`config.mk`:
```
export PLATFORM = sky130hd
export DESIGN_NAME = sgv_mul
export DESIGN_NICKNAME = d
export VERILOG_FILES = /design/src/design/sgv_pkg.sv /design/src/design/sgv_mul.sv
export SDC_FILE = /design/constraint.sdc
export NUM_CORES = 2
export LEC_CHECK = 0
export BUFFER_PORTS_ARGS = -buffer_cell sky130_fd_sc_hd__buf_2
export CORE_ASPECT_RATIO = 0.7
export CORE_MARGIN = 8
export CORE_UTILIZATION = 35
export CTS_BUF_LIST = sky130_fd_sc_hd__clkbuf_8
export CTS_CLUSTER_DIAMETER = 60
export CTS_CLUSTER_SIZE = 20
export DETAILED_ROUTE_END_ITERATION = 6
export GPL_TIMING_DRIVEN = 0
export HOLD_SLACK_MARGIN = 0.1
export PLACE_DENSITY_LB_ADDON = 0.2
export SLEW_MARGIN = 20
export SYNTH_ARGS = -nofsm -noshare
export SYNTH_HDL_FRONTEND = slang
export SYNTH_SLANG_ARGS = --single-unit
```
`constraint.sdc`:
```
create_clock -name clock -period 15.05 [get_ports clock]
set_clock_uncertainty 0.15 [all_clocks]
set_input_delay 3.01 -clock clock [delete_from_list [all_inputs] [get_ports clock]]
set_output_delay 3.01 -clock clock [all_outputs]
set_load 0.02 [all_outputs]
```
`src/design/sgv_pkg.sv`:
```
// ----------------------------------------------------------------------------
// Spline GARCH variance package
// Widths, codes and saturating helpers shared by the block.
// ----------------------------------------------------------------------------
`timescale 1ns / 1ps

package sgv_pkg;

   localparam int WORD_W    = 48;
   localparam int MAX_KNOTS = 16;
   localparam int FRAC_BITS = 32;

   localparam logic signed [WORD_W-1:0] POS_MAX = 48'sh7FFF_FFFF_FFFF;
   localparam logic signed [WORD_W-1:0] NEG_MIN = 48'sh8000_0000_0000;

   localparam logic [1:0] CMD_LOAD   = 2'd0;
   localparam logic [1:0] CMD_START  = 2'd1;
   localparam logic [1:0] CMD_RETURN = 2'd2;

   localparam logic [1:0] STAT_OK      = 2'd0;
   localparam logic [1:0] STAT_NONPOS  = 2'd1;
   localparam logic [1:0] STAT_REFUSED = 2'd2;
   localparam logic [1:0] STAT_LOADED  = 2'd3;

   localparam logic [2:0] REG_INIT_VAR = 3'd0;
   localparam logic [2:0] REG_OMEGA    = 3'd1;
   localparam logic [2:0] REG_C0       = 3'd2;
   localparam logic [2:0] REG_C1       = 3'd3;
   localparam logic [2:0] REG_C2       = 3'd4;
   localparam logic [2:0] REG_KNOTS    = 3'd5;

   function automatic logic signed [WORD_W-1:0] add_sat(input logic signed [WORD_W-1:0] a,
                                                        input logic signed [WORD_W-1:0] b);
      logic signed [WORD_W:0] s;
      s = {a[WORD_W-1], a} + {b[WORD_W-1], b};
      if (s[WORD_W] != s[WORD_W-1]) begin
         add_sat = s[WORD_W] ? NEG_MIN : POS_MAX;
      end else begin
         add_sat = s[WORD_W-1:0];
      end
   endfunction

   function automatic logic signed [WORD_W-1:0] sub_sat(input logic signed [WORD_W-1:0] a,
                                                        input logic signed [WORD_W-1:0] b);
      logic signed [WORD_W:0] s;
      s = {a[WORD_W-1], a} - {b[WORD_W-1], b};
      if (s[WORD_W] != s[WORD_W-1]) begin
         sub_sat = s[WORD_W] ? NEG_MIN : POS_MAX;
      end else begin
         sub_sat = s[WORD_W-1:0];
      end
   endfunction

endpackage

```
`src/design/sgv_mul.sv`:
```
// ----------------------------------------------------------------------------
// Spline GARCH variance multiplier
// Fixed-point product over three 48x16 partial steps, magnitude truncated,
// saturated to 48 bits.
// ----------------------------------------------------------------------------
`timescale 1ns / 1ps

module sgv_mul #(
   parameter int FRAC_BITS = sgv_pkg::FRAC_BITS
) (
   input  logic               clock,
   input  logic               reset,
   input  logic               start,
   input  logic signed [47:0] a,
   input  logic signed [47:0] b,
   output logic               done,
   output logic signed [47:0] p
);

   logic [47:0]        mag_a_ff, mag_a_in;
   logic [47:0]        mag_b_ff, mag_b_in;
   logic               neg_ff, neg_in;
   logic [95:0]        acc_ff, acc_in;
   logic [1:0]         k_ff, k_in;
   logic               busy_ff, busy_in;
   logic               done_ff, done_in;
   logic signed [47:0] p_ff, p_in;
   logic [15:0]        chunk;
   logic [63:0]        pp;
   logic [95:0]        shv;

   always_comb begin
      mag_a_in = mag_a_ff;
      mag_b_in = mag_b_ff;
      neg_in   = neg_ff;
      acc_in   = acc_ff;
      k_in     = k_ff;
      busy_in  = busy_ff;
      done_in  = 1'b0;
      p_in     = p_ff;
      chunk    = mag_b_ff[16*k_ff +: 16];
      pp       = 64'(mag_a_ff) * 64'(chunk);
      shv      = '0;
      if (start) begin
         mag_a_in = a[47] ? 48'(-a) : 48'(a);
         mag_b_in = b[47] ? 48'(-b) : 48'(b);
         neg_in   = a[47] ^ b[47];
         acc_in   = '0;
         k_in     = 2'd0;
         busy_in  = 1'b1;
      end else if (busy_ff) begin
         acc_in = acc_ff + (96'(pp) << (16 * k_ff));
         k_in   = k_ff + 2'd1;
         if (k_ff == 2'd2) begin
            busy_in = 1'b0;
            done_in = 1'b1;
            shv     = acc_in >> FRAC_BITS;
            if (neg_ff) begin
               p_in = (shv > 96'h8000_0000_0000) ? sgv_pkg::NEG_MIN : -$signed(shv[47:0]);
            end else begin
               p_in = (shv > 96'(sgv_pkg::POS_MAX)) ? sgv_pkg::POS_MAX : $signed(shv[47:0]);
            end
         end
      end
   end

   always_ff @(posedge clock) begin
      if (reset) begin
         busy_ff <= 1'b0;
         done_ff <= 1'b0;
      end else begin
         busy_ff <= busy_in;
         done_ff <= done_in;
      end
      mag_a_ff <= mag_a_in;
      mag_b_ff <= mag_b_in;
      neg_ff   <= neg_in;
      acc_ff   <= acc_in;
      k_ff     <= k_in;
      p_ff     <= p_in;
   end

   assign done = done_ff;
   assign p    = p_ff;

endmodule

```
# After elaboration in Yosys (flattened, before gate mapping)
# Cells that the tools add are included.
[classes] add_sub_neg=5 multipliers=1 magnitude_cmp=2 n_eq_ne=1 shifts=2 mux=9 n_bitwise=3 reduce_logical=2
[ops] cell="48-bit 2-to-1 mux" count=3
[ops] cell="48-bit negator" count=3
[ops] cell="96-bit adder" count=1
[ops] cell="64-bit by 6-bit left shift with 96-bit output" count=1
[ops] cell="47-bit 2-to-1 mux" count=2
[ops] cell="64-bit by 47-bit > comparator with 1-bit output (second input constant)" count=1
[ops] cell="64-bit by 48-bit > comparator with 1-bit output (second input constant)" count=1
[ops] cell="48-bit by 16-bit multiplier with 64-bit output" count=1
[ops] cell="48-bit by 7-bit indexed part select with 16-bit output" count=1
[ops] cell="1-bit 2-to-1 mux" count=4
[ops] cell="3-bit AND reduction" count=1
[ops] cell="3-bit OR reduction" count=1
[ops] cell="2-bit by 1-bit adder with 2-bit output (second input constant)" count=1
[ops] cell="2-bit == test (second input constant)" count=1
[ops] cell="1-bit inverter" count=2
[ops] cell="1-bit bitwise XOR" count=1
[totals] ff_bits=245 in_bits=99 output_inout_bits=49 word_cells=35

# Longest topological paths before layout
[depth] depth_word=7 mapped_depth=53 depth_no_buf=48

# Worst setup path before layout
# No wires, ideal clock.
[synth_path] path_kind="flip-flop to flip-flop" from="register k_ff[0]" to="register p_ff[31], in the netlist p[31] (data pin)" setup_ns=0.284 t_arrival_ns=12.390 t_required_ns=14.616 slack_ns=2.226 stages_incl_launch_ff=50 n_path_buf=9 period_less_slack_ns=12.824 cell_sequence="dfxtp_1 > clkbuf_1 > clkbuf_1 > clkbuf_1 > mux2i_1 > o21ai_0 > clkbuf_1 > clkbuf_1 > nand2_1 > fa_1 > inv_1 > fa_1 > fa_1 > fa_1 > fa_1 > inv_1 > fa_1 > inv_1 > (+14 left out) > mux2i_1 > ha_1 > clkbuf_1 > nand4_1 > nor4bb_1 > a211oi_1 > o21ai_1 > a31oi_1 > nand4bb_1 > o21ai_1 > xor2_1 > a2111o_1 > or4_1 > or4_1 > clkbuf_1 > nor2_1 > buf_2 > a221oi_2"
[synth_between] elab_chain_len=7 word_cells_on_any_way=10 cone_classes="add/sub (2); mul (1); order compare (2); shift (2); mux (3)"
[synth_lines] item="from (decl)" line="sgv_mul.sv:24" text="logic [1:0] k_ff, k_in;"
[synth_lines] item="from (signal assigned)" line="sgv_mul.sv:79" text="k_ff <= k_in;"
[synth_lines] item="48-bit by 7-bit indexed part select with 16-bit output" line="sgv_mul.sv:41" text="chunk = mag_b_ff[16*k_ff +: 16];"
[synth_lines] item="48-bit by 16-bit multiplier with 64-bit output" line="sgv_mul.sv:42" text="pp = 64'(mag_a_ff) * 64'(chunk);"
[synth_lines] item="64-bit by 6-bit left shift with 96-bit output (*)" line="sgv_mul.sv:52" text="acc_in = acc_ff + (96'(pp) << (16 * k_ff));"
[synth_lines] item="96-bit adder (*)" line="sgv_mul.sv:52"
[synth_lines] item="64-bit by 47-bit > comparator with 1-bit output (tied with other cells)" line="sgv_mul.sv:61" text="p_in = (shv > 96'(sgv_pkg::POS_MAX)) ? sgv_pkg::POS_MAX : $signed(shv[47:0]);"
[synth_lines] item="48-bit 2-to-1 mux, on equally long branches" line="sgv_mul.sv:61, sgv_mul.sv:59"
[synth_lines] item="48-bit 2-to-1 mux (*)" line="sgv_mul.sv:58" text="if (neg_ff) begin"
[synth_lines] item="to (signal assigned)" line="sgv_mul.sv:80" text="p_ff <= p_in;"
[synth_lines] item="to (decl)" line="sgv_mul.sv:27" text="logic signed [47:0] p_ff, p_in;"
# Mark *: on every way between the ends. The rest lies on a longest branch, timed or not.
# A chain may end at the register's enable or synchronous reset.

# Final worst setup path
[layout_path] from="register k_ff[0]" to="register p_ff[18], in the netlist p[18] (data pin)"
# Same word-level chain as after synthesis.

==> impl_metrics.csv <==
group,metric,value,unit
clocking,cts_root_buffer,"clkbuf_8",
global_routing,grt_pass1_vias,38400,
placement,dp_hpwl,144000,um
critical_path,cp-end-kind,"flop",
clocking,clkTransAtPathRegs,0.09,ns
worst_hold_path,hold_path.class,"reg -> reg",
synth,postSynth.asyncResetShare,0,%
clocking,ctsHtreeMaxLevel,2,
critical_path,crit_family,"compound AO/OA/AOI/OAI gates",
global_routing,grt-ovfl-total,0,
die,start_util,35.2,%
global_routing,antenna_found_initial,19,
sta,rsz0062_at_grt,"no",
die,fp.dieH,314,um
detailed_routing,num_vias,39300,
layout,areaGrowthSynthToFinish,9.93,%
clocking,cts_buffer_depth,3,
global_routing,grt_max_degree,52,
placement,gp_congestion,0.989,
sta,drv_slew,0,
synth,avgSynthCellArea,8.38,um2
critical_path,arrival,14.95,ns
critical_path,cp_common_cell,"fa_1",
die,die-area,138000,um2
detailed_routing,avgRoutedWirePerCell,23.9,um
critical_path,critPathMaxFanout,10,
critical_path,critPathMaxStageDelay,0.79,ns
synth,ys_seq_area_share,14.3,%
die,die_w,441,um
synth,yosysTopAreaCell,"fa_1",
sta,hold_slack,0.332,ns
synth,syn-num-nets,6268,
critical_path,crit_type,"reg -> reg",
synth,synthCells,5290,
sta,setup_violations,0,
critical_path,crit_buf_inv,7,
critical_path,start_kind,"flop",
global_routing,grt_first_pass_wirelength,254000,um
critical_path,crit_required,15.37,ns
clocking,clock_sinks,245,
synth,synth-edff-count,145,
detailed_routing,ant_nets,0,
critical_path,critical_path.slowest_cell,"clkdlybuf4s15_1",
synth,synthFlopType,"edfxtp_1",
synth,synth.distinct_cells,95,
sta,worstMarginPinSlew,1.28,ns
outcome,status,"completed",
sta,fin_crit_sh,97.2,%
sta,max_freq,0.0684,GHz
synth,ys_ff_latch,245,
layout,drive_above_1_share,7.63,%
global_routing,grt_use_total,24.4,%
clocking,cts_hold_buf,0,
detailed_routing,finalWirelength,172000,um
sta,finalHoldViolations,0,
synth,ys_warn_count,0,
die,ios,148,
clocking,cts-buffers-inserted,37,
detailed_routing,drt_first_iter_violations,3934,
die,rows,109,
layout,nFillCells,13000,
synth,synth_area_leaders,"fa_1 29%, edfxtp_1 9.8%, nand2_1 6.8%",
sta,fin_crit,14.63,ns
detailed_routing,drcViolationCount,0,
synth,synth_top_area_share,29.1,%
die,core,126000,um2
detailed_routing,drt-vias-per-instance,5.47,
clocking,cts_tree,"done",
placement,io_buffers,146,
synth,synth_area,44300,um2
layout,nNetsFinal,6464,
job,cap_violations,0,
detailed_routing,detail_route.first_pass.iterations,6,
sta,relSlewSlack,13.9,%
clocking,insertion_delay,0.71,ns
==> Yosys cell counts (12+ instances only) <==
cell type and count:
nand2_1 803, inv_1 757, fa_1 643, nor2_1 343
and2_1 263, clkbuf_1 258, a21oi_1 250, ha_1 236
xnor2_1 179, o21ai_0 175, edfxtp_1 145, mux2i_1 116
a21o_1 106, dfxtp_1 100, nor3_1 80, xor2_1 61
nand4_1 59, o31ai_1 52, nand3_1 50, and3_1 33
nor4_1 33, or4_1 32, o21bai_1 31, a211oi_1 28
a31oi_1 26, or3_1 26, o21ai_1 22, nand2b_1 21
o21a_1 21, o22ai_1 19, o41ai_1 19, and4_1 16
buf_2 16, nor2b_1 15, o211ai_1 15, buf_1 14
a221oi_2 13, a311oi_1 13, a221oi_1 12, mux2_2 12
==> through the flow <==
stage | cells | util, % | setup TNS, ns | cell area, um2 | setup slack [ns]
2_1_floorplan | 5290 | - | 0 | 44300 | 2.23
3_3_place_gp | 7101 | 37.4 | -187.68 | 47100 | -3.68
3_5_place_dp | 7113 | 37.6 | -115.50 | 47300 | -2.68
4_1_cts | 7178 | 38.4 | 0 | 48400 | 0.00249
5_1_grt | 7180 | 38.7 | 0 | 48700 | 0.0126
6_report | 7188 | 38.7 | 0 | 48700 | 0.422
==> worst paths after layout <==
path,from,endpoint,slack [ns],cells after the start
min,acc_ff[92],acc_ff[92],0.33,2
max,k_ff[0],p[18],0.42,43
min reg2reg,acc_ff[92],acc_ff[92],0.33,2
max reg2reg,k_ff[0],p[18],0.42,43
==> timing repair <==
item                                    in CTS  in global routing
setup buffers                                0                  5
endpoints found under the setup margin      55                 48
resized for setup                           81                 96
pin swaps                                    0                  4
cloned                                       0                  0
hold endpoints to repair                     0                  0
==> layout make-up <==
class / count / area (um2) / share of cell area, %
inverter: 759 / 2850 / 5.85
multi-input combinational: 3992 / 34300 / 70.3
clock buffer: 39 / 537 / 1.10
buffer: 288 / 1300 / 2.68
tap: 1665 / 2080 / 4.28
antenna: 8 / 20.0 / 0.0411
clock inverter: 29 / 374 / 0.768
sequential: 245 / 6360 / 13.1
timing repair buffer: 163 / 917 / 1.88
==> worst register-to-register path, delay by kind of cell, from the launching register on <==
kind	cells	cell delay, ns
AOI/OAI and AO/OA	16	4.26
xor gates and xnor gates	2	0.50
adders and majority gates	8	3.75
buffers and inverters	7	1.77
DFF	1	0.48
muxes	3	0.80
and+or+nand+nor	7	2.71
==> logic make-up after synthesis <==
| logic type | Yosys count | synth area share [%] |
|---|---|---|
| AO/OA/AOI/OAI | 923 | 13.9 |
| XOR/XNOR | 240 | 4.74 |
| adder cells (fa/ha/maj) | 879 | 35.7 |
| buffers and inverters | 1053 | 9.06 |
| flip-flops | 245 | 14.3 |
| multiplexers | 128 | 2.93 |
| AND/OR/NAND/NOR | 1822 | 19.3 |
==> state kept, by name, summed over array words and instances, names as in the netlist <==
name / flops
acc_ff: 96
busy_ff: 1
done: 1
k_ff: 2
mag_a_ff: 48
mag_b_ff: 48
neg_ff: 1
p: 48
==> metal layers <==
layer | GRT usage (%) | part of all wire, %
met1 | 37.8 | 48
met2 | 30.6 | 36
met3 | 10.7 | 14
met4 | 4.91 | 2.2
met5 | 0 | 0.086
==> layout by cell type, fill, tap and decap left out, types with 26 or more instances in the layout <==
| master | synthesis | layout |
|---|---|---|
| o21bai_1 | 31 | 31 |
| nand4_1 | 59 | 59 |
| inv_1 | 757 | 759 |
| nor2_1 | 343 | 340 |
| nor3_1 | 80 | 79 |
| edfxtp_1 | 145 | 145 |
| o31ai_1 | 52 | 49 |
| nor4_1 | 33 | 29 |
| fa_1 | 643 | 643 |
| xor2_1 | 61 | 60 |
| or3_1 | 26 | 26 |
| o21ai_1 | 22 | 28 |
| a211oi_1 | 28 | 26 |
| clkbuf_1 | 258 | 195 |
| xnor2_1 | 179 | 175 |
| clkbuf_8 | 0 | 44 |
| o21ai_0 | 175 | 154 |
| a21oi_1 | 250 | 248 |
| clkbuf_2 | 0 | 32 |
| nand2_1 | 803 | 803 |
| or4_1 | 32 | 31 |
| a21o_1 | 106 | 106 |
| buf_2 | 16 | 168 |
| mux2i_1 | 116 | 113 |
| and2_1 | 263 | 263 |
| a31oi_1 | 26 | 26 |
| dfxtp_1 | 100 | 98 |
| and3_1 | 33 | 33 |
| nand3_1 | 50 | 50 |
| ha_1 | 236 | 235 |
Power is not shown: default switching activity piles up to over one toggle a cycle in this logic, so the estimate is an artifact.
