==> src/design/sgv_ram.sv <==
// ----------------------------------------------------------------------------
// Spline GARCH variance generic RAM
// One write port, one read port with registered read data.
// ----------------------------------------------------------------------------
`timescale 1ns / 1ps

module sgv_ram #(
   parameter int WIDTH = 8,
   parameter int DEPTH = 16,
   localparam int AW = (DEPTH > 1) ? $clog2(DEPTH) : 1
) (
   input  logic             clock,
   input  logic             wr_en,
   input  logic [AW-1:0]    wr_addr,
   input  logic [WIDTH-1:0] wr_data,
   input  logic [AW-1:0]    rd_addr,
   output logic [WIDTH-1:0] rd_data
);

   logic [WIDTH-1:0] mem_ff [DEPTH];
   logic [WIDTH-1:0] rd_data_ff;

   always_ff @(posedge clock) begin
      if (wr_en) begin
         mem_ff[wr_addr] <= wr_data;
      end
      rd_data_ff <= mem_ff[rd_addr];
   end

   assign rd_data = rd_data_ff;

endmodule

==> config.mk <==
export PLATFORM = sky130hd
export DESIGN_NAME = sgv_ram
export DESIGN_NICKNAME = d
export VERILOG_FILES = /design/src/design/sgv_ram.sv
export SDC_FILE = /design/constraint.sdc
export NUM_CORES = 1
export LEC_CHECK = 0
export ABC_CLOCK_PERIOD_IN_PS = 2100
export BUFFER_PORTS_ARGS = -buffer_cell sky130_fd_sc_hd__clkbuf_2
export CELL_PAD_IN_SITES_DETAIL_PLACEMENT = 1
export CELL_PAD_IN_SITES_GLOBAL_PLACEMENT = 2
export CORE_MARGIN = 4
export CORE_UTILIZATION = 48
export CTS_CLUSTER_DIAMETER = 60
export DETAILED_ROUTE_END_ITERATION = 7
export GPL_ROUTABILITY_DRIVEN = 1
export PLACE_DENSITY = 0.78
export SYNTH_ARGS = -nofsm -noshare
export SYNTH_HDL_FRONTEND = slang
export SYNTH_SLANG_ARGS = --single-unit
==> constraint.sdc <==
create_clock -name clock -period 2.1 [get_ports clock]
set_input_delay 0.42 -clock clock [delete_from_list [all_inputs] [get_ports clock]]
set_output_delay 0.42 -clock clock [all_outputs]
set_load 0.03 [all_outputs]
* Word-level counts from Yosys, hierarchy flattened *
Memory sizes are Yosys's and may differ from the RTL's. A register that Yosys moved wholly into a read port is not among the register bits.
Index checks and enable logic that the tools add are counted.
W data, S select, Z words.

storage, ports and cells
  memories = 1
  input bits = 18
  flip-flop bits (word level) = 0
  output and inout bits = 8
  RAM bits = 128

memories
  memory  depth  width  rd ports  clocked after Yosys merged registers in  write ports  line  text
  mem_ff  16     8      1         1                                        1            20    logic [WIDTH-1:0] mem_ff [DEPTH];

operators by class
  multiplexer cells = 2

operators with widths
  operator  count
  $mux W1   2

* Longest topological paths before layout *
Gate-level depths: netlist of run 1.

  depth in word-level cells = 2
  depth in mapped cells = 5

* Least setup slack after synthesis of run 1 *
No wires, ideal clock.

  path type = in2reg
  start point = in wr_addr[2]
  end point = mem mem_ff[0][0], enable pin
  data arrival time = 1.530 ns
  setup slack = 0.187 ns
  stages on the path = 2
  path through = or3b_2 > nor3_1

RTL lines
  element             line  text
  start: declaration  14    input logic [AW-1:0] wr_addr,
  end: declaration    20

Straight into the memory's write port.

* Final worst setup path of run 1 *
  start point = reg rd_data_ff[5] (netlist: rd_data[5]) (read register of mem_ff)
  end point = out rd_data[5]

RTL lines
  element             line  text
  start: declaration  21    logic [WIDTH-1:0] rd_data_ff;
  end: declaration    17    output logic [WIDTH-1:0] rd_data

No word-level cell between the ends.

==> results of run 1 <==
-- cell usage after synthesis, drive strengths merged --
cell	count
a22oi	16
and2	1
nor3	4
mux4	32
dfxtp	8
nor2b	1
or3b	1
buf	7
nand3b	2
and2b	1
clkdlybuf4s25	3
nand2	9
nand2b	2
edfxtp	128
nor2	13
nand3	1
-- through the flow --
stage / setup slack (ns) / cells / total power, mW / hold WS (ns) / cell area [sq um]
2_1_floorplan: 0.187 / 229 / 3.29 / 0.519 / 5150
3_3_place_gp: 0.246 / 401 / 3.43 / 0.647 / 5550
3_5_place_dp: 0.236 / 401 / 3.44 / 0.674 / 5550
4_1_cts: 0.567 / 433 / 6.07 / 0.333 / 6080
5_1_grt: 0.523 / 433 / 6.24 / 0.349 / 6080
6_report: 0.580 / 433 / 6.01 / 0.340 / 6080
-- worst max path at each step --
stage	cells past startpoint	endpoint	slack [ns]	from
after floorplan	2	mem_ff[0][0]	0.19	wr_addr[2]
after global placement	5	rd_data[6]	0.25	rd_addr[0]
after detailed placement	5	rd_data[0]	0.24	rd_addr[0]
after CTS	1	rd_data[5]	0.57	rd_data[5]
after global routing	1	rd_data[5]	0.52	rd_data[5]
final	1	rd_data[5]	0.58	rd_data[5]
-- layout make-up --
class / instances / area share
Timing Repair Buffer: 46 / 0.0527
Clock buffer: 27 / 0.0792
Clock inverter: 5 / 0.00761
Tap cell: 136 / 0.0280
Multi-Input combinational cell: 83 / 0.174
Sequential cell: 136 / 0.659
-- report_power, final --
group	internal (mW)	leakage, nW	switching, mW
clock	1.65	0.257	0.977
combinational	0.127	0.599	0.200
sequential	3.04	1.22	0.0214
-- sequential cells by signal, summed over array words and instances (netlist names) --
signal	cells
mem_ff	128
rd_data	8
-- placed cells by master, fill, tap and decap left out, drive strengths merged --
cell type  Yosys  final
nor2b          1      1
nand2          9      9
or3b           1      1
nand3          1      1
nand3b         2      2
buf            7     21
mux4          32     32
dfxtp          8      8
clkbuf         0     52
a22oi         16     16
bufinv         0      1
and2           1      1
edfxtp       128    128
and2b          1      1
nand2b         2      2
nor3           4      4
nor2          13     13
clkinv         0      4
-- kinds of logic (layout without fill, tap and decap cells) --
logic type / count (synthesis) / after routing
buffers and inverters: 10 / 78
multiplexers: 32 / 32
flip-flops: 136 / 136
AND/OR/NAND/NOR: 35 / 35
AO/OA/AOI/OAI: 16 / 16
-- metal layers --
metal | track usage | part of all wire | vias to the layer above
li1 | - | - | 1086
met1 | 0.263 | 0.43 | 1308
met2 | 0.300 | 0.51 | 73
met3 | 0.0516 | 0.053 | 11
met4 | 0.0633 | 0.012 | 0
met5 | 0 | 0 | -
==> impl_metrics.json, run 1 <==
{
  "outcome": "finished, final reports clean",
  "drv_slew": 0,
  "gp_congestion": 0.685,
  "clk_latency_ns": 0.51,
  "hpwlAfterDp_microns": 6830,
  "p_per_area_nw_per_um2": 989,
  "synth_top_area_share": 0.747,
  "layout-drive-gt1-share": 0.293,
  "critPathSlowestCell": "dfxtp_1",
  "worstPathMaxFanout": 1,
  "die-area_sq_um": 12400,
  "r2r-start": "mem_ff[0][1]",
  "grt_remaining_overflow": 0,
  "routedWlPerCell_microns": 24.9,
  "max-slew-margin-rel": 0.718,
  "dr.first_iter.drc_count": 177,
  "fmax_mhz": 658,
  "grt_pass1_wl_microns": 17000,
  "die_x_microns": 112,
  "routed_via_density": 5.72,
  "antennaDiodeCount": 0,
  "drt-total-wl_microns": 10800,
  "io_pins": 26,
  "synth_top_family_by_area": "multiplexers",
  "synth_area_leaders": "edfxtp_1, mux4_2, mux4_1",
  "ys_ff_latch": 136,
  "fill_cells": 910,
  "min_from": "wr_data[1]",
  "arrival_ns": 1.10,
  "grt_max_degree": 33,
  "rr_worst_depth": 3,
  "path_clk_slew_ns": 0.06,
  "cts_buffers": 17,
  "setup_viol": 0,
  "max_cap_violations": 0,
  "synthAdderAreaFrac": 0,
  "final_util": 0.586,
  "syn-cell-area_sq_um": 5150,
  "drc": 0,
  "skew_ns": 0.00689,
  "rsz0062_at_grt": "false",
  "fin_nets": 302,
  "cp_num_buf_inv": 1,
  "htreeDepth": 4,
  "fin_setup_tns_ns": 0,
  "ys_seq_area_frac": 0.778,
  "mappedNetlistNets": 247,
  "synthCells": 229,
  "cts_max_path_buffers": 2,
  "tritoncts": "built",
  "synth-simple-area-share": 0.0318,
  "antenna_found_initial": 0,
  "first_pass_iters": 4,
  "muxShareOfSynthArea": 0.150,
  "avgSynthCellArea_sq_um": 22.5,
  "synthXorXnorAreaFrac": 0,
  "vias": 2478,
  "hold_viol": 0,
  "hold_end": "mem_ff[9][1]",
  "portBuffers": 25,
  "min_period_ns": 1.52,
  "fp.dieH_microns": 112,
  "holdBufCountCts": 0,
  "postCtsSetupRepairBufs": 0,
  "yosysTopAreaCell": "edfxtp_1",
  "post-route-period-util": 0.724,
  "seq_area_sq_um": 4000,
  "cp-start-kind": "flip-flop",
  "leakage_nw": 2.08,
  "worstHoldPathType": "input pin to flip-flop",
  "yosysWarnings": 0,
  "area_delta_synth_final_pct": 18.1,
  "tightest_slew_ns": 0.423,
  "grt_usage": 0.191,
  "cp_top_family": "flip-flops",
  "whs_path_depth": 1,
  "first_global_vias": 2679,
  "ir_worst_vdd_mv": 0.468,
  "critical_path_class": "flip-flop to output pin",
  "end_kind": "output pin",
  "cts.repair.resized": 0,
  "cts_root_buf": "clkbuf_8",
  "synth-compound-area-share": 0.0233,
  "worstPathCellList": "clkbuf_2",
  "cp.required_ns": 1.68,
  "rows": 37,
  "r2r_end": "rd_data[1]",
  "core_sq_um": 10400,
  "ys_types": 19,
  "ant_nets": 0,
  "clock_sinks": 136,
  "start_util": 0.496,
  "multiInputGateArea_sq_um": 1060,
  "cpPeakStageDelay_ns": 0.36,
  "reg2reg_slack_ns": 0.71
}
Power figures use the tool's default switching activity.
==> run 2, diff against run 1 <==
ABC_CLOCK_PERIOD_IN_PS = 1280   (was 2100)
CORE_UTILIZATION = 43   (was 48)
PLACE_DENSITY = 0.74   (was 0.78)
clock period = 1.28 ns   (was 2.1 ns; I/O delays follow)
==> run 2 against run 1 <==
Net effect: the flow now finishes with violations (negative setup slack); combinational power rose by 90%; sequential cell count stayed put; via count grew 0.32%; wire length grew 1.7%; clock power increased by 83%; critical path depth rose by 2; worst hold slack worse by 0.058 ns; total power grew 74%; utilization decreased by 3.3 points; die area up 11%; cell area is 5.2% higher; critical endpoint is now rd_data[1]; largest cell class unchanged; highest routed layer unchanged.
==> impl_metrics.json, run 2 (same netlist as run 1, synthesis figures left out) <==
{
  "outcome": "finished with violations",
  "violations": "negative setup slack",
  "area_delta_synth_final_pct": 24.2,
  "clk_latency_ns": 0.41,
  "tightest_slew_ns": 0.856,
  "hold_viol": 0,
  "grt_pass1_wl_microns": 17200,
  "die_x_microns": 117,
  "holdWs_ns": 0.282,
  "drc": 0,
  "layout-drive-gt1-share": 0.431,
  "core_sq_um": 11600,
  "drv_slew": 0,
  "fp.dieH_microns": 117,
  "path_clk_slew_ns": 0.06,
  "max_cap_violations": 0,
  "largest_reg_flops": 128,
  "grt_max_degree": 17,
  "portBuffers": 25,
  "ant_nets": 0,
  "critPathSlowestCell": "mux4_2",
  "grt_usage": 0.174,
  "cp.required_ns": 1.58,
  "antenna_found_initial": 0,
  "gp_congestion": 0.740,
  "worstPathMaxFanout": 1,
  "worstHoldPathType": "input pin to flip-flop",
  "first_global_vias": 2827,
  "hpwlAfterDp_microns": 7020,
  "fin_nets": 316,
  "antennaDiodeCount": 0,
  "io_pins": 26,
  "cp_top_family": "multiplexers",
  "rsz0062_at_grt": "true",
  "clock_sinks": 136,
  "cts_max_path_buffers": 2,
  "layout_setup_ws_ns": -0.0280,
  "leakage_nw": 2.16,
  "layout_common_cells": "edfxtp_1, mux4_2, buf_4",
  "post-route-period-util": 1.02,
  "cp-start-kind": "flip-flop",
  "tritoncts": "built",
  "ir_worst_vdd_mv": 0.958,
  "drt-total-wl_microns": 11000,
  "worstPathCellList": "mux4_2 > a22oi_2 > nand2_1",
  "first_pass_iters": 5,
  "rows": 39,
  "cts_buffers": 17,
  "dpl_cell_area_sq_um": 5770,
  "arrival_ns": 1.60,
  "vias": 2486,
  "p_per_area_nw_per_um2": 1640,
  "fmax_mhz": 765,
  "critical_path_class": "flip-flop to flip-flop",
  "end_kind": "flip-flop",
  "routed_via_density": 5.48,
  "max_flop_register": "mem_ff",
  "r2r-start": "mem_ff[11][1]",
  "start_util": 0.445,
  "routedWlPerCell_microns": 24.2,
  "skew_ns": 0.00769,
  "dr.first_iter.drc_count": 229,
  "cpPeakStageDelay_ns": 0.51,
  "cts_root_buf": "clkbuf_16",
  "grt_remaining_overflow": 0,
  "htreeDepth": 4,
  "min_period_ns": 1.31,
  "setup_viol": 4,
  "reg2reg_slack_ns": -0.03,
  "worstSetupStartpoint": "mem_ff[11][1]",
  "cp_num_buf_inv": 0,
  "final_common_cell": "edfxtp_1",
  "max-slew-margin-rel": 0.428,
  "die-area_sq_um": 13800,
  "min_from": "wr_data[7]",
  "stdcell_area_sq_um": 6390
}
-- run 2: cell types whose count changed in the layout (fill, tap and decap cells not counted), sizes merged --
cell      before  now
inv            0    1
buf           21   36
bufinv         1    3
clkbuf        52   44
clkinv         4    5
clkinvlp       0    3
-- run 2: through the flow --
stage	utilization	power (mW)	setup slack, ns	cells	TNS (ns)
6_report	0.553	10.5	-0.0280	454	-0.0617
5_1_grt	0.553	10.9	-0.0749	454	-0.349
4_1_cts	0.553	10.6	-0.0417	454	-0.100
3_5_place_dp	0.499	5.72	-0.420	422	-15.51
3_3_place_gp	0.499	5.70	-0.404	422	-13.59
2_1_floorplan	-	5.44	-0.109	229	-1.16
-- run 2: metal layers --
layer | part of all wire | track usage
met1 | 0.43 | 0.223
met2 | 0.52 | 0.282
met3 | 0.036 | 0.0525
met4 | 0.012 | 0.0660
met5 | 0 | 0
-- run 2: final timing paths --
check | endpoint | cells after the start
max | rd_data[1] | 3
min | mem_ff[7][7] | 1
max reg2reg | rd_data[1] | 3
min reg2reg | rd_data[7] | 3
-- run 2: cell type report --
class,instances,area [sq um]
multi-input cells,83,1090
well taps,143,179
fillers,1014,5170
repair buffers,60,528
clock inverters,12,153
clock buffers,20,437
flip-flops and latches,136,4000
-- run 2: where the power goes --
group | leakage, nW | total (mW) | switching, mW | internal [mW]
combinational | 0.655 | 0.621 | 0.350 | 0.271
clock | 0.278 | 4.82 | 1.77 | 3.06
sequential | 1.22 | 5.02 | 0.0346 | 4.98
-- run 2: timing repair --
item                       4_1_cts  5_1_grt
hold buffers                     0        0
gates resized for setup          8        1
pin swaps                        2        1
buffers inserted                 0        0
setup endpoints to repair        9        9
==> run 3, diff against run 2 <==
BUFFER_PORTS_ARGS = -buffer_cell sky130_fd_sc_hd__buf_2   (was -buffer_cell sky130_fd_sc_hd__clkbuf_2)
==> run 3 against run 2 <==
Net effect: the flow still finishes with violations (negative setup slack); total power is 4.1% higher; final cell count shrank 1.1%; non-clock buffer count decreased by 5; sequential share of layout area decreased by 0.21 points; wire length decreased by 4.1%; setup slack worse by 0.0056 ns.
==> impl_metrics.json, run 3 (same netlist as run 1, synthesis figures left out) <==
{
  "max_cap_violations": 0,
  "wl_met1_microns": 4590,
  "dr.first_iter.drc_count": 216,
  "gp_congestion": 0.715,
  "cp_num_buf_inv": 0,
  "wl_met2_microns": 5320,
  "rows": 39,
  "fill_cells": 1023,
  "max_flop_register": "mem_ff",
  "drt-total-wl_microns": 10500,
  "final_common_cell": "edfxtp_1",
  "end_kind": "flip-flop",
  "critPathSlowestCell": "mux4_2",
  "holdBufCountCts": 0,
  "switching_share": 0.198,
  "routed_via_density": 5.52,
  "p_per_area_nw_per_um2": 1700,
  "layout_common_cells": "edfxtp_1, mux4_2, buf_2",
  "cts_max_path_buffers": 2,
  "clk_latency_ns": 0.43,
  "ant_nets": 0,
  "area_delta_synth_final_pct": 24.6,
  "tightest_slew_ns": 0.918,
  "first_pass_iters": 4,
  "fmax_mhz": 761,
  "cts_buffers": 17,
  "die_x_microns": 117,
  "pwr-share-comb": 0.056,
  "skew_ns": 0.0240,
  "violations": "negative setup slack",
  "worstPathCellList": "mux4_2 > a22oi_2 > nand2_1",
  "cp.required_ns": 1.57,
  "start_util": 0.445,
  "routedWlPerCell_microns": 23.4,
  "layout_setup_ws_ns": -0.0335,
  "first_global_vias": 2807,
  "arrival_ns": 1.60,
  "drv_slew": 0,
  "path_clk_slew_ns": 0.06,
  "dpl_cell_area_sq_um": 5730,
  "max-slew-margin-rel": 0.386,
  "portBuffers": 25,
  "critical_path_class": "flip-flop to flip-flop",
  "setup_viol": 3,
  "antenna_found_initial": 0,
  "ir_worst_vdd_mv": 0.945,
  "worstPathMaxFanout": 1,
  "core_sq_um": 11600,
  "stdcell_area_sq_um": 6420,
  "wl_met3_microns": 495,
  "rsz0062_at_grt": "true",
  "htreeDepth": 4,
  "outcome": "finished with violations",
  "layout-drive-gt1-share": 0.438,
  "cts_root_buf": "clkbuf_16",
  "grt_usage": 0.171,
  "grt_pass1_wl_microns": 16900,
  "clkPwrFrac": 0.484,
  "pre_cts_slack_ns": -0.415,
  "fp.dieH_microns": 117,
  "antennaDiodeCount": 0,
  "leakage_nw": 2.16,
  "vias": 2480,
  "cpPeakStageDelay_ns": 0.51,
  "tritoncts": "built",
  "min_period_ns": 1.31,
  "p_int_mw": 8.73,
  "cp-start-kind": "flip-flop",
  "grt_remaining_overflow": 0,
  "post-route-period-util": 1.03,
  "drc": 0,
  "worstHoldPathType": "input pin to flip-flop",
  "holdWs_ns": 0.215,
  "die-area_sq_um": 13800,
  "grt_max_degree": 17,
  "clock_sinks": 136,
  "seq_power_share": 0.460,
  "fin_nets": 311,
  "largest_reg_flops": 128,
  "dr.max_layer_used": "met4",
  "hold_viol": 0,
  "hpwlAfterDp_microns": 6300,
  "switchingPower_mw": 2.16,
  "cp_top_family": "multiplexers",
  "io_pins": 26
}
==> run 3: cell types whose count changed in the layout (fill, tap and decap cells not counted), sizes merged <==
cell	change
clkbuf	-23
buf	+17
bufinv	+2
inv	-1
==> run 3: final cells by class <==
| class | instances | area [sq um] | share of cell area |
|---|---|---|---|
| Sequential cell | 136 | 4000 | 0.624 |
| Multi-Input combinational cell | 83 | 1100 | 0.171 |
| Timing Repair Buffer | 55 | 493 | 0.0768 |
| Clock buffer | 19 | 443 | 0.0690 |
| Clock inverter | 13 | 201 | 0.0314 |
| Tap cell | 143 | 179 | 0.0279 |
==> run 3: power by group through the flow <==
stage | logic (mW) | clock network, mW | registers [mW]
floorplan | 0.284 | 0 | 5.15
global placement | 0.585 | 0 | 5.10
detailed placement | 0.600 | 0 | 5.10
CTS | 0.622 | 5.38 | 5.01
global route | 0.665 | 5.62 | 5.02
finish | 0.613 | 5.27 | 5.01
==> run 3: per-stage QoR <==
| stage | utilization | total power [mW] | instances | TNS [ns] |
|---|---|---|---|---|
| floorplan | - | 5.44 | 229 | -1.16 |
| global placement | 0.496 | 5.68 | 417 | -13.90 |
| detailed placement | 0.496 | 5.70 | 417 | -16.12 |
| CTS | 0.554 | 11.0 | 449 | -0.0780 |
| global route | 0.555 | 11.3 | 449 | -0.316 |
| finish | 0.555 | 10.9 | 449 | -0.0644 |
==> run 3: routing by layer <==
metal	vias to the layer above	global-route usage
met1	1325	0.222
met4	0	0.0667
met2	57	0.263
li1	1089	-
met5	-	0
met3	9	0.0616
==> run 3: path summary, 6_finish.rpt <==
kind	from	to	depth (start not counted)	slack, ns
setup / recovery	mem_ff[11][6]	rd_data[6]	3	-0.03
hold / removal	wr_data[0]	mem_ff[10][0]	1	0.21
hold reg to reg	mem_ff[6][2]	rd_data[2]	3	0.68
setup reg to reg	mem_ff[11][6]	rd_data[6]	3	-0.03
==> run 3: repair_timing <==
action,4_1_cts,5_1_grt
endpoints found under the setup margin,7,9
resized for setup,7,4
setup buffers,0,0
pin swaps,1,0
