### config.mk
export PLATFORM = sky130hd
export DESIGN_NAME = sgv_sqdiv
export DESIGN_NICKNAME = d
export VERILOG_FILES = /design/src/design/sgv_pkg.sv /design/src/design/sgv_sqdiv.sv
export SDC_FILE = /design/constraint.sdc
export NUM_CORES = 1
export LEC_CHECK = 0
export BUFFER_PORTS_ARGS = -buffer_cell sky130_fd_sc_hd__buf_2
export CAP_MARGIN = 40
export CORE_MARGIN = 2
export CORE_UTILIZATION = 40
export CTS_CLUSTER_SIZE = 12
export DETAILED_ROUTE_END_ITERATION = 7
export PLACE_DENSITY_LB_ADDON = 0.05
export SETUP_SLACK_MARGIN = 0.2
export SKIP_LAST_GASP = 1
export SLEW_MARGIN = 20
export SYNTH_ARGS = -nofsm -noshare
export SYNTH_HDL_FRONTEND = slang
export SYNTH_SLANG_ARGS = --single-unit
### constraint.sdc
create_clock -name clock -period 10 [get_ports clock]
set_clock_uncertainty 0.1 [all_clocks]
set_input_delay 1 -clock clock [delete_from_list [all_inputs] [get_ports clock]]
set_output_delay 1 -clock clock [all_outputs]
set_load 0.005 [all_outputs]
### src/design/sgv_pkg.sv
// ----------------------------------------------------------------------------
// Spline GARCH variance package
// Widths, codes and saturating helpers shared by the block.
// ----------------------------------------------------------------------------
`timescale 1ns / 1ps

package sgv_pkg;

   localparam int WORD_W    = 48;
   localparam int MAX_KNOTS = 16;
   localparam int FRAC_BITS = 32;

   localparam logic signed [WORD_W-1:0] POS_MAX = 48'sh7FFF_FFFF_FFFF;
   localparam logic signed [WORD_W-1:0] NEG_MIN = 48'sh8000_0000_0000;

   localparam logic [1:0] CMD_LOAD   = 2'd0;
   localparam logic [1:0] CMD_START  = 2'd1;
   localparam logic [1:0] CMD_RETURN = 2'd2;

   localparam logic [1:0] STAT_OK      = 2'd0;
   localparam logic [1:0] STAT_NONPOS  = 2'd1;
   localparam logic [1:0] STAT_REFUSED = 2'd2;
   localparam logic [1:0] STAT_LOADED  = 2'd3;

   localparam logic [2:0] REG_INIT_VAR = 3'd0;
   localparam logic [2:0] REG_OMEGA    = 3'd1;
   localparam logic [2:0] REG_C0       = 3'd2;
   localparam logic [2:0] REG_C1       = 3'd3;
   localparam logic [2:0] REG_C2       = 3'd4;
   localparam logic [2:0] REG_KNOTS    = 3'd5;

   function automatic logic signed [WORD_W-1:0] add_sat(input logic signed [WORD_W-1:0] a,
                                                        input logic signed [WORD_W-1:0] b);
      logic signed [WORD_W:0] s;
      s = {a[WORD_W-1], a} + {b[WORD_W-1], b};
      if (s[WORD_W] != s[WORD_W-1]) begin
         add_sat = s[WORD_W] ? NEG_MIN : POS_MAX;
      end else begin
         add_sat = s[WORD_W-1:0];
      end
   endfunction

   function automatic logic signed [WORD_W-1:0] sub_sat(input logic signed [WORD_W-1:0] a,
                                                        input logic signed [WORD_W-1:0] b);
      logic signed [WORD_W:0] s;
      s = {a[WORD_W-1], a} - {b[WORD_W-1], b};
      if (s[WORD_W] != s[WORD_W-1]) begin
         sub_sat = s[WORD_W] ? NEG_MIN : POS_MAX;
      end else begin
         sub_sat = s[WORD_W-1:0];
      end
   endfunction

endpackage

### src/design/sgv_sqdiv.sv
// ----------------------------------------------------------------------------
// Spline GARCH variance root and divide unit
// Bit-serial square root of the variance, then restoring division of the
// return by that root, saturated to 48 bits.
// ----------------------------------------------------------------------------
`timescale 1ns / 1ps

module sgv_sqdiv #(
   parameter int FRAC_BITS = sgv_pkg::FRAC_BITS
) (
   input  logic               clock,
   input  logic               reset,
   input  logic               start,
   input  logic signed [47:0] variance_in,
   input  logic signed [47:0] return_in,
   output logic               done,
   output logic signed [47:0] e_out
);

   localparam int RW   = (48 + FRAC_BITS + 1) / 2;
   localparam int RADW = 2 * RW;
   localparam int NB   = 48 + FRAC_BITS;
   localparam int SRW  = RW + 3;
   localparam int DRW  = RW + 1;
   localparam int CNTW = $clog2(NB + 1);
   localparam int QW   = 49;

   typedef enum logic [2:0] {
      SD_IDLE = 3'b001,
      SD_ROOT = 3'b010,
      SD_DIV  = 3'b100
   } phase_type;

   phase_type          phase_ff, phase_in;
   logic [CNTW-1:0]    cnt_ff, cnt_in;
   logic [RADW-1:0]    rad_ff, rad_in;
   logic [SRW-1:0]     srem_ff, srem_in;
   logic [RW-1:0]      root_ff, root_in;
   logic [NB-1:0]      num_ff, num_in;
   logic [DRW-1:0]     drem_ff, drem_in;
   logic [QW-1:0]      q_ff, q_in;
   logic               ovf_ff, ovf_in;
   logic               neg_ff, neg_in;
   logic               done_ff, done_in;
   logic signed [47:0] e_ff, e_in;
   logic [SRW-1:0]     srem_sh, trial;
   logic [DRW-1:0]     drem_sh, dvs;
   logic [47:0]        mag_r;

   always_comb begin
      phase_in = phase_ff;
      cnt_in   = cnt_ff;
      rad_in   = rad_ff;
      srem_in  = srem_ff;
      root_in  = root_ff;
      num_in   = num_ff;
      drem_in  = drem_ff;
      q_in     = q_ff;
      ovf_in   = ovf_ff;
      neg_in   = neg_ff;
      done_in  = 1'b0;
      e_in     = e_ff;
      mag_r    = return_in[47] ? 48'(-return_in) : 48'(return_in);
      srem_sh  = {srem_ff[SRW-3:0], rad_ff[RADW-1:RADW-2]};
      trial    = SRW'({root_ff, 2'b01});
      drem_sh  = {drem_ff[DRW-2:0], num_ff[NB-1]};
      dvs      = DRW'(root_ff);
      case (phase_ff)
         SD_IDLE: begin
            if (start) begin
               rad_in   = RADW'({48'(variance_in), {FRAC_BITS{1'b0}}});
               num_in   = {mag_r, {FRAC_BITS{1'b0}}};
               neg_in   = return_in[47];
               srem_in  = '0;
               root_in  = '0;
               cnt_in   = '0;
               phase_in = SD_ROOT;
            end
         end
         SD_ROOT: begin
            rad_in = rad_ff << 2;
            if (srem_sh >= trial) begin
               srem_in = srem_sh - trial;
               root_in = {root_ff[RW-2:0], 1'b1};
            end else begin
               srem_in = srem_sh;
               root_in = {root_ff[RW-2:0], 1'b0};
            end
            cnt_in = cnt_ff + CNTW'(1);
            if (cnt_ff == CNTW'(RW - 1)) begin
               cnt_in   = '0;
               drem_in  = '0;
               q_in     = '0;
               ovf_in   = 1'b0;
               phase_in = SD_DIV;
            end
         end
         SD_DIV: begin
            num_in = num_ff << 1;
            ovf_in = ovf_ff | q_ff[QW-1];
            if (drem_sh >= dvs) begin
               drem_in = drem_sh - dvs;
               q_in    = {q_ff[QW-2:0], 1'b1};
            end else begin
               drem_in = drem_sh;
               q_in    = {q_ff[QW-2:0], 1'b0};
            end
            cnt_in = cnt_ff + CNTW'(1);
            if (cnt_ff == CNTW'(NB - 1)) begin
               phase_in = SD_IDLE;
               done_in  = 1'b1;
               if (neg_ff) begin
                  e_in = (ovf_in || q_in > 49'h0_8000_0000_0000) ? sgv_pkg::NEG_MIN
                                                                 : -$signed(q_in[47:0]);
               end else begin
                  e_in = (ovf_in || q_in > 49'(sgv_pkg::POS_MAX)) ? sgv_pkg::POS_MAX
                                                                  : $signed(q_in[47:0]);
               end
            end
         end
         default: phase_in = SD_IDLE;
      endcase
   end

   always_ff @(posedge clock) begin
      if (reset) begin
         phase_ff <= SD_IDLE;
         done_ff  <= 1'b0;
         cnt_ff   <= '0;
      end else begin
         phase_ff <= phase_in;
         done_ff  <= done_in;
         cnt_ff   <= cnt_in;
      end
      rad_ff  <= rad_in;
      srem_ff <= srem_in;
      root_ff <= root_in;
      num_ff  <= num_in;
      drem_ff <= drem_in;
      q_ff    <= q_in;
      ovf_ff  <= ovf_in;
      neg_ff  <= neg_in;
      e_ff    <= e_in;
   end

   assign done  = done_ff;
   assign e_out = e_ff;

endmodule

# After elaboration in Yosys (flattened, before gate mapping)
# Cells that the tools add are included.
[op_classes] n_eq_ne=8 add_sub_neg=5 muxes=31 magnitude_cmp=4 bitwise=2 reduce_logical=14
[op_table] cell="case mux 80 bit (2 select lines)" count=2
[op_table] cell="two-way mux 48 bit" count=4
[op_table] cell="two-way mux 80 bit" count=2
[op_table] cell="case mux 40 bit (2 select lines)" count=2
[op_table] cell="two-way mux 40 bit" count=3
[op_table] cell="two-way mux 49 bit" count=2
[op_table] cell="case mux 49 bit (2 select lines)" count=1
[op_table] cell="negation 48 bit" count=2
[op_table] cell="two-way mux 41 bit" count=2
[op_table] cell="case mux 41 bit (2 select lines)" count=1
[op_table] cell="> comparator 49 x 47 -> 1 bit, second input constant" count=1
[op_table] cell="> comparator 49 x 48 -> 1 bit, second input constant" count=1
[op_table] cell=">= comparator 43 x 42 -> 1 bit" count=1
[op_table] cell=">= comparator 41 x 40 -> 1 bit" count=1
[op_table] cell="subtractor 41 bit" count=1
[op_table] cell="subtractor 40 bit" count=1
[op_table] cell="case mux 7 bit (3 select lines)" count=1
[op_table] cell="two-way mux 7 bit" count=2
[op_table] cell="AND reduction 2 bit" count=6
[op_table] cell="two-way mux 3 bit" count=3
[op_table] cell="case mux 3 bit (3 select lines)" count=1
[op_table] cell="adder 7 x 1 -> 7 bit, second input constant" count=1
[op_table] cell="== test 7 x 6 -> 1 bit, second input constant" count=1
[op_table] cell="== test 7 bit, second input constant" count=1
[op_table] cell="other kinds (13)" count=21
[totals] regBits=391 word_cells=76 output_inout_bits=49 in_bits=99

# Depth between registers and ports, before layout
# Gate-level depths: netlist (run 1).
[depth] ltp_word=7 mapped_depth=25 ltp_nobuf=20

# Least setup slack after synthesis (run 1)
# Ideal clock, no wire load.
[synth_timing] path_type="flip-flop to flip-flop" startpoint="register phase_ff[1]" endpoint="register drem_ff[0] (enable)" slack_ns=1.716 path_stages_with_launch=5 synth_period_minus_slack_ns=8.284 path_buffers=2 arrival_time_ns=7.521 cell_sequence="dfxtp_1 -> or3b_2 -> clkbuf_1 -> clkbuf_1 -> o21ai_0"
[synth_between] elab_chain_cells=3 elab_cells_between_ends=5 classes_between="3 x eq/ne; 2 x reduce/logical"
[synth_rtl] element="start: declaration" line_no="sgv_sqdiv.sv:34" source="phase_type phase_ff, phase_in;"
[synth_rtl] element="start signal: assignment" line_no="sgv_sqdiv.sv:131" source="phase_ff <= phase_in;"
[synth_rtl] element="== test 3 x 2 -> 1 bit / == test 3 bit (equally long branches)" line_no="sgv_sqdiv.sv:68" source="case (phase_ff)"
[synth_rtl] element="inequality test 2 bit (no line) / nonzero test 2 bit (equally long branches)"
[synth_rtl] element="AND reduction 2 bit (no line) (*)"
[synth_rtl] element="end signal: assignment" line_no="sgv_sqdiv.sv:139" source="drem_ff <= drem_in;"
[synth_rtl] element="end: declaration" line_no="sgv_sqdiv.sv:40" source="logic [DRW-1:0] drem_ff, drem_in;"
# Mark *: on every way between the ends. The rest lies on a longest branch, timed or not.
# A chain may end at the register's enable or synchronous reset.

# Worst setup path in the final report (run 1)
[layout_timing] startpoint="register root_ff[1]" endpoint="register e_ff[28], in the netlist e_out[28] (data pin)"
[layout_between] elab_chain_cells=7 elab_cells_between_ends=11 classes_between="1 x add/sub; 3 x order compare; 5 x mux; 2 x reduce/logical"
[layout_rtl] element="start: declaration" line_no="sgv_sqdiv.sv:38" source="logic [RW-1:0] root_ff, root_in;"
[layout_rtl] element="start signal: assignment" line_no="sgv_sqdiv.sv:137" source="root_ff <= root_in;"
[layout_rtl] element=">= comparator 41 x 40 -> 1 bit (*)" line_no="sgv_sqdiv.sv:101" source="if (drem_sh >= dvs) begin"
[layout_rtl] element="two-way mux 1 bit (*)" line_no="sgv_sqdiv.sv:101"
[layout_rtl] element="two-way mux 49 bit (*)" line_no="sgv_sqdiv.sv:68"
[layout_rtl] element="> comparator 49 x 47 -> 1 bit / > comparator 49 x 48 -> 1 bit (equally long branches)" line_no="sgv_sqdiv.sv:116, sgv_sqdiv.sv:113"
[layout_rtl] element="logical OR 1 bit, on equally long branches" line_no="sgv_sqdiv.sv:116, sgv_sqdiv.sv:113"
[layout_rtl] element="two-way mux 48 bit, on equally long branches" line_no="sgv_sqdiv.sv:116, sgv_sqdiv.sv:113"
[layout_rtl] element="two-way mux 48 bit (*)" line_no="sgv_sqdiv.sv:112" source="if (neg_ff) begin"
[layout_rtl] element="end signal: assignment" line_no="sgv_sqdiv.sv:143" source="e_ff <= e_in;"
[layout_rtl] element="end: declaration" line_no="sgv_sqdiv.sv:45" source="logic signed [47:0] e_ff, e_in;"
# Mark *: on every way between the ends. The rest lies on a longest branch, timed or not. The select of a mux whose other input is x is not followed.

==> results of run 1 <==
==> cell usage after synthesis, drive strengths merged, types with 12 or more instances <==
library cell  count
and3             50
nor2            158
or4              19
xor2             69
edfxtp          316
a211oi           22
nand4            34
o311ai           24
buf              12
o31ai            25
or3              24
a21oi           111
nand2           362
o21a             23
a21o             46
nand3            66
clkbuf          116
nand2b           14
nor4             21
inv              73
o41ai            19
xnor2            49
ha               86
a31oi            19
o21ai           150
nor3             30
==> state kept, by name, summed over array words and instances (netlist names) <==
signal / count
cnt_ff: 7
done: 1
drem_ff: 40
e_out: 48
neg_ff: 1
num_ff: 48
ovf_ff: 1
phase_ff: 3
q_ff: 49
rad_ff: 48
root_ff: 40
srem_ff: 41
==> cells by family after synthesis <==
group           Yosys count  share of synthesized area [%]
compound gates          516                           16.8
xor+xnor                118                           5.19
fa+ha+maj                87                           5.51
buf+inv                 201                           3.79
flops                   327                           48.8
mux                       9                          0.453
simple gates            832                           19.5
==> worst reg2reg max path: stages, from the launching register on <==
cell      delay, ps
edfxtp_1        410
inv_1           140
ha_1            260
nor2b_1         150
o31a_1          290
o221a_2         290
o311ai_0        380
buf_4           220
a211o_1         140
o211ai_1        140
inv_1           140
ha_1            210
nor4b_1         350
nor4b_1         560
nand3_1         290
nor4_1          460
nand3_1         180
a21oi_1         360
buf_2           290
nand2_1         400
buf_16          330
o311ai_0        390
==> how the worst max path moves through the flow <==
stage | startpoint | to
5_1_grt | root_ff[1]$_SDFFCE_PN0P_ | e_out[28]$_DFFE_PP_
6_report | root_ff[1]$_SDFFCE_PN0P_ | e_out[28]$_DFFE_PP_
2_1_floorplan | phase_ff[1]$_SDFFE_PP0P_ | drem_ff[0]$_SDFFCE_PN0P_
3_3_place_gp | root_ff[1]$_SDFFCE_PN0P_ | e_out[9]$_DFFE_PP_
4_1_cts | root_ff[1]$_SDFFCE_PN0P_ | e_out[10]$_DFFE_PP_
3_5_place_dp | root_ff[1]$_SDFFCE_PN0P_ | e_out[10]$_DFFE_PP_
==> per-stage QoR <==
step	util, %	instances	hold WS (ps)	area (sq um)	setup WS, ps
6_report	46.3	2875	406	22700	3330
5_1_grt	46.3	2875	428	22700	2590
4_1_cts	46.2	2871	404	22700	2840
3_5_place_dp	43.5	2797	394	21300	2870
3_3_place_gp	43.2	2790	389	21200	3230
2_1_floorplan	-	2090	372	19900	1720
==> cell usage in the layout, fill, tap and decap left out, types with 10 or more instances in the layout <==
cell type	instances
inv_1	73
nand4_1	34
buf_4	18
a211oi_1	22
o41ai_1	17
o31ai_1	25
o211ai_1	10
o21bai_1	10
or4_1	17
nor3_1	30
nor2b_1	11
o21a_1	23
nand2b_1	13
edfxtp_1	316
or3_1	23
clkbuf_16	43
dfxtp_1	11
buf_2	148
nor4_1	21
nand3_1	66
and3_1	50
o21ai_0	146
clkbuf_1	12
a21oi_1	111
xnor2_1	49
a31oi_1	19
ha_1	86
nor2_1	157
xor2_1	69
o311ai_0	24
nand2_1	359
a21o_1	46
==> cell type report <==
cell class                 instances  area (sq um)  share of cell area [%]
timing repair buffer             175          1100                    4.85
inverter                          73           274                    1.21
sequential                       327          9710                    42.7
multi-input combinational       1562          9490                    41.8
clock buffer                      58          1160                    5.11
tap                              664           831                    3.66
clock inverter                    16           155                   0.683
==> routing by layer <==
metal	global-route usage, %	wire length [um]	up-vias
li1	-	-	7875
met4	5.55	1120	4
met1	30.3	25600	7664
met5	0	27	-
met3	3.65	3030	83
met2	30.4	22700	416
==> where the power goes <==
group / total (W) / switching, W / internal, W
logic: 0.000670 / 0.000416 / 0.000254
clock network: 0.00149 / 0.000600 / 0.000885
registers: 0.00162 / 0.0000267 / 0.00159
==> impl_metrics.json, run 1 <==
{
  "cts-buffers-inserted": 41,
  "areaGrowthSynthToFinish_pct": 14.2,
  "critical_path_class": "reg2reg",
  "crit_chain": "inv_1 -> ha_1 -> nor2b_1 -> o31a_1 -> o221a_2 -> o311ai_0 -> buf_4 -> a211o_1 -> o211ai_1 -> inv_1 -> ha_1 -> nor4b_1 -> nor4b_1 -> nand3_1 -> nor4_1 -> nand3_1 -> a21oi_1 -> buf_2 -> nand2_1 -> buf_16 -> o311ai_0",
  "tightest_slew_ps": 879,
  "dpl.hpwl_um": 36000,
  "grt_pass1_wl_um": 83400,
  "rr_startpoint": "root_ff[1]$_SDFFCE_PN0P_",
  "fp.coreArea_sq_um": 49100,
  "cts_setup_buffers": 0,
  "hold_start": "rad_ff[41]$_DFFE_PP_",
  "grtUsageTotal_pct": 20.4,
  "cp-start-kind": "register",
  "async_reset_ff_share_pct": 0,
  "crit_fanout": 20,
  "max-slew-margin-rel_pct": 40.9,
  "critPathBufInv": 5,
  "required_ps": 10250,
  "gp_congestion": 0.841,
  "period_needed_ps": 6670,
  "cts_sinks": 327,
  "p_total_w": 0.00378,
  "fillers": 4701,
  "ys_types": 65,
  "synth_top_area_share_pct": 47.7,
  "wl_per_cell_um": 18.2,
  "fin_tns_setup_ps": 0,
  "synthTopCellsByArea": "edfxtp_1 (48%), nand2_1 (6.8%), ha_1 (5.4%)",
  "drt_iter0_markers": 1155,
  "port_buffers": 147,
  "syn_area_sq_um": 19900,
  "vias_per_cell": 5.58,
  "synth_edf_count": 316,
  "grt_max_degree": 74,
  "finalNetCount": 2366,
  "ir_drop_mv": 0.150,
  "postCtsHoldBufs": 0,
  "slew_viol_final": 0,
  "routed_wl_um": 52400,
  "ios": 148,
  "maxCapViolCount": 0,
  "p_leak_nw": 8.42,
  "synth_seq_cells": 327,
  "clk_pin_slew_ps": 60,
  "hold_viol": 0,
  "cp_top_family": "simple AND/OR/NAND/NOR gates",
  "cpPeakStageDelay_ps": 560,
  "cts_resized": 0,
  "die_h_um": 227,
  "r2r_slack_ps": 3330,
  "synth_seq_area_share_pct": 48.8,
  "htree_num_levels": 2,
  "diodes": 0,
  "drtPass1Iterations": 5,
  "period_share_pct": 66.7,
  "path_depth": 21,
  "r2r-end": "e_out[28]$_DFFE_PP_",
  "rsz0062_at_grt": "no",
  "cts-root-buf": "clkbuf_16",
  "setup_viol": 0,
  "worstSkewPairLatency_ps": 570,
  "initial_core_util_pct": 40.6,
  "rr_worst_depth": 21,
  "ant_nets": 0,
  "synthesis.nets": 2276,
  "die_width_um": 227,
  "yosys.area.top_type": "edfxtp_1",
  "outcome": "completed",
  "synth-main-ff-cell": "edfxtp_1",
  "cp_slowest_cell": "nor4b_1",
  "die_area_sq_um": 51600,
  "whs_path_depth": 2,
  "cts_tree": "done",
  "clockBufferDepth": 3,
  "syn_area_per_cell_sq_um": 9.53,
  "remaining_drc_errors": 0,
  "power_density_nw_per_um2": 166,
  "syn_inst": 2090,
  "antenna_found_initial": 2,
  "grt_pass1_vias": 15000,
  "end_kind": "register",
  "hold_path_class": "reg2reg",
  "num_vias": 16000,
  "drive_gt1_share_pct": 12.2,
  "yosysWarnings": 0,
  "min_to": "rad_ff[43]$_DFFE_PP_",
  "grt_overflow_total": 0,
  "clock.fmax_ghz": 0.150,
  "row_count": 81,
  "cp.arrival_ps": 6920
}
No activity file was read; power rests on OpenSTA's default activity.
==> run 2: changes to the inputs <==
==> constraint.sdc (replaced) <==
create_clock -name clock -period 5.8 [get_ports clock]
set_clock_uncertainty 0.1 [all_clocks]
set_input_delay 0.58 -clock clock [delete_from_list [all_inputs] [get_ports clock]]
set_output_delay 0.58 -clock clock [all_outputs]
set_load 0.005 [all_outputs]
==> impl_metrics.json, run 2 (same netlist as run 1, synthesis figures left out) <==
{
  "cp.arrival_ps": 5410,
  "die_area_sq_um": 51600,
  "wl_per_cell_um": 18.0,
  "vias_per_cell": 5.55,
  "hold_viol": 0,
  "finalNetCount": 2365,
  "initial_core_util_pct": 40.6,
  "clock.fmax_ghz": 0.194,
  "ant_nets": 0,
  "crit_fanout": 21,
  "clk_pin_slew_ps": 60,
  "ir_drop_mv": 0.290,
  "cp_slowest_cell": "edfxtp_1",
  "critical_path_class": "reg2reg",
  "largest_reg_flops": 49,
  "ios": 148,
  "cts-buffers-inserted": 39,
  "cts_setup_buffers": 0,
  "drt_iter0_markers": 1135,
  "p_leak_nw": 9.10,
  "setup_viol": 0,
  "outcome": "completed",
  "drive_gt1_share_pct": 12.6,
  "port_buffers": 147,
  "cp_top_family": "compound AO/OA/AOI/OAI gates",
  "max-slew-margin-rel_pct": 43.7,
  "cpPeakStageDelay_ps": 410,
  "drtPass1Iterations": 5,
  "period_share_pct": 88.7,
  "grt_max_degree": 70,
  "grt_pass1_vias": 15500,
  "diodes": 0,
  "cts-root-buf": "clkbuf_16",
  "slew_viol_final": 0,
  "grtUsageTotal_pct": 20.0,
  "grt_overflow_total": 0,
  "power_density_nw_per_um2": 278,
  "routed_wl_um": 51800,
  "fin_tns_setup_ps": 0,
  "tightest_slew_ps": 845,
  "regMostFlops": "q_ff",
  "areaGrowthSynthToFinish_pct": 13.9,
  "fp.coreArea_sq_um": 49100,
  "setup_slack_ps": 653,
  "dp_slack_ps": 387,
  "r2r_slack_ps": 650,
  "required_ps": 6060,
  "gp_congestion": 0.817,
  "grt_pass1_wl_um": 82700,
  "critPathBufInv": 3,
  "crit_chain": "inv_1 -> ha_1 -> nor2b_1 -> o31a_1 -> o221a_2 -> o311ai_2 -> a211o_1 -> o211ai_1 -> inv_1 -> ha_1 -> nor4b_2 -> nor4b_2 -> nand3_1 -> nor4_4 -> nand3_1 -> a21oi_1 -> nand2_2 -> buf_4 -> o311ai_0",
  "maxCapViolCount": 0,
  "num_vias": 16000,
  "cp-start-kind": "register",
  "layout_common_cells": "nand2_1 (358), edfxtp_1 (316), nor2_1 (157)",
  "hold_path_class": "in2reg",
  "end_kind": "register",
  "final_common_cell": "nand2_1",
  "dpl.hpwl_um": 35300,
  "clockBufferDepth": 3,
  "period_needed_ps": 5150,
  "remaining_drc_errors": 0,
  "cts_sinks": 327,
  "fillers": 4835,
  "die_h_um": 227,
  "antenna_found_initial": 2,
  "row_count": 81,
  "die_width_um": 227,
  "htree_num_levels": 2,
  "cts_tree": "done",
  "worstSkewPairLatency_ps": 570,
  "rsz0062_at_grt": "no",
  "utilization_pct": 46.2
}
==> run 2: cell types whose count changed in the layout (fill, tap and decap cells not counted), sizes merged <==
cell / delta
clkbuf: -11
clkinv: +3
clkinvlp: +3
bufinv: +2
buf: +1
==> run 2: layout make-up <==
| type | count | area (sq um) | area share, % |
|---|---|---|---|
| clock buffer | 47 | 1050 | 4.63 |
| tap | 664 | 831 | 3.67 |
| timing repair buffer | 176 | 1010 | 4.44 |
| inverter | 73 | 274 | 1.21 |
| multi-input combinational | 1562 | 9540 | 42.1 |
| sequential | 327 | 9710 | 42.8 |
| clock inverter | 24 | 262 | 1.15 |
==> run 2: final timing paths <==
kind | from | cells past startpoint | end
setup / recovery | root_ff[1]$_SDFFCE_PN0P_ | 19 | e_out[24]$_DFFE_PP_
hold / removal | reset | 2 | cnt_ff[2]$_SDFFE_PP0P_
setup reg to reg | root_ff[1]$_SDFFCE_PN0P_ | 19 | e_out[24]$_DFFE_PP_
hold reg to reg | rad_ff[70]$_DFFE_PP_ | 2 | rad_ff[72]$_DFFE_PP_
==> run 2: timing repair <==
action	4_1_cts	5_1_grt
hold buffers	0	0
gates resized for setup	0	4
endpoints found under the setup margin	0	34
==> run 2: stage by stage <==
stage	hold WS (ps)	instances	total power (W)	cell area, sq um
floorplan	372	2090	0.00354	19900
global placement	387	2799	0.00380	21300
detailed placement	400	2801	0.00382	21300
CTS	130	2872	0.00638	22600
global route	150	2873	0.00659	22700
finish	167	2873	0.00631	22700
==> run 2: power breakdown <==
group | internal (W) | switching, W
clock | 0.00152 | 0.00102
combinational | 0.000359 | 0.000622
sequential | 0.00274 | 0.0000481
total | 0.00462 | 0.00169
==> run 2: worst reg2reg max path, delay by kind of cell, from the launching register on <==
family	cells	cell delay (ps)
simple gates	7	1570
buf+inv	3	540
compound gates	7	1860
flops	1	410
fa+ha+maj	2	450
==> run 2: layer usage <==
layer | track usage (%) | vias up | wire, um
li1 | - | 7867 | -
met1 | 27.2 | 7669 | 24000
met2 | 33.0 | 332 | 24300
met3 | 3.33 | 85 | 2200
met4 | 5.71 | 4 | 1230
met5 | 0 | - | 27
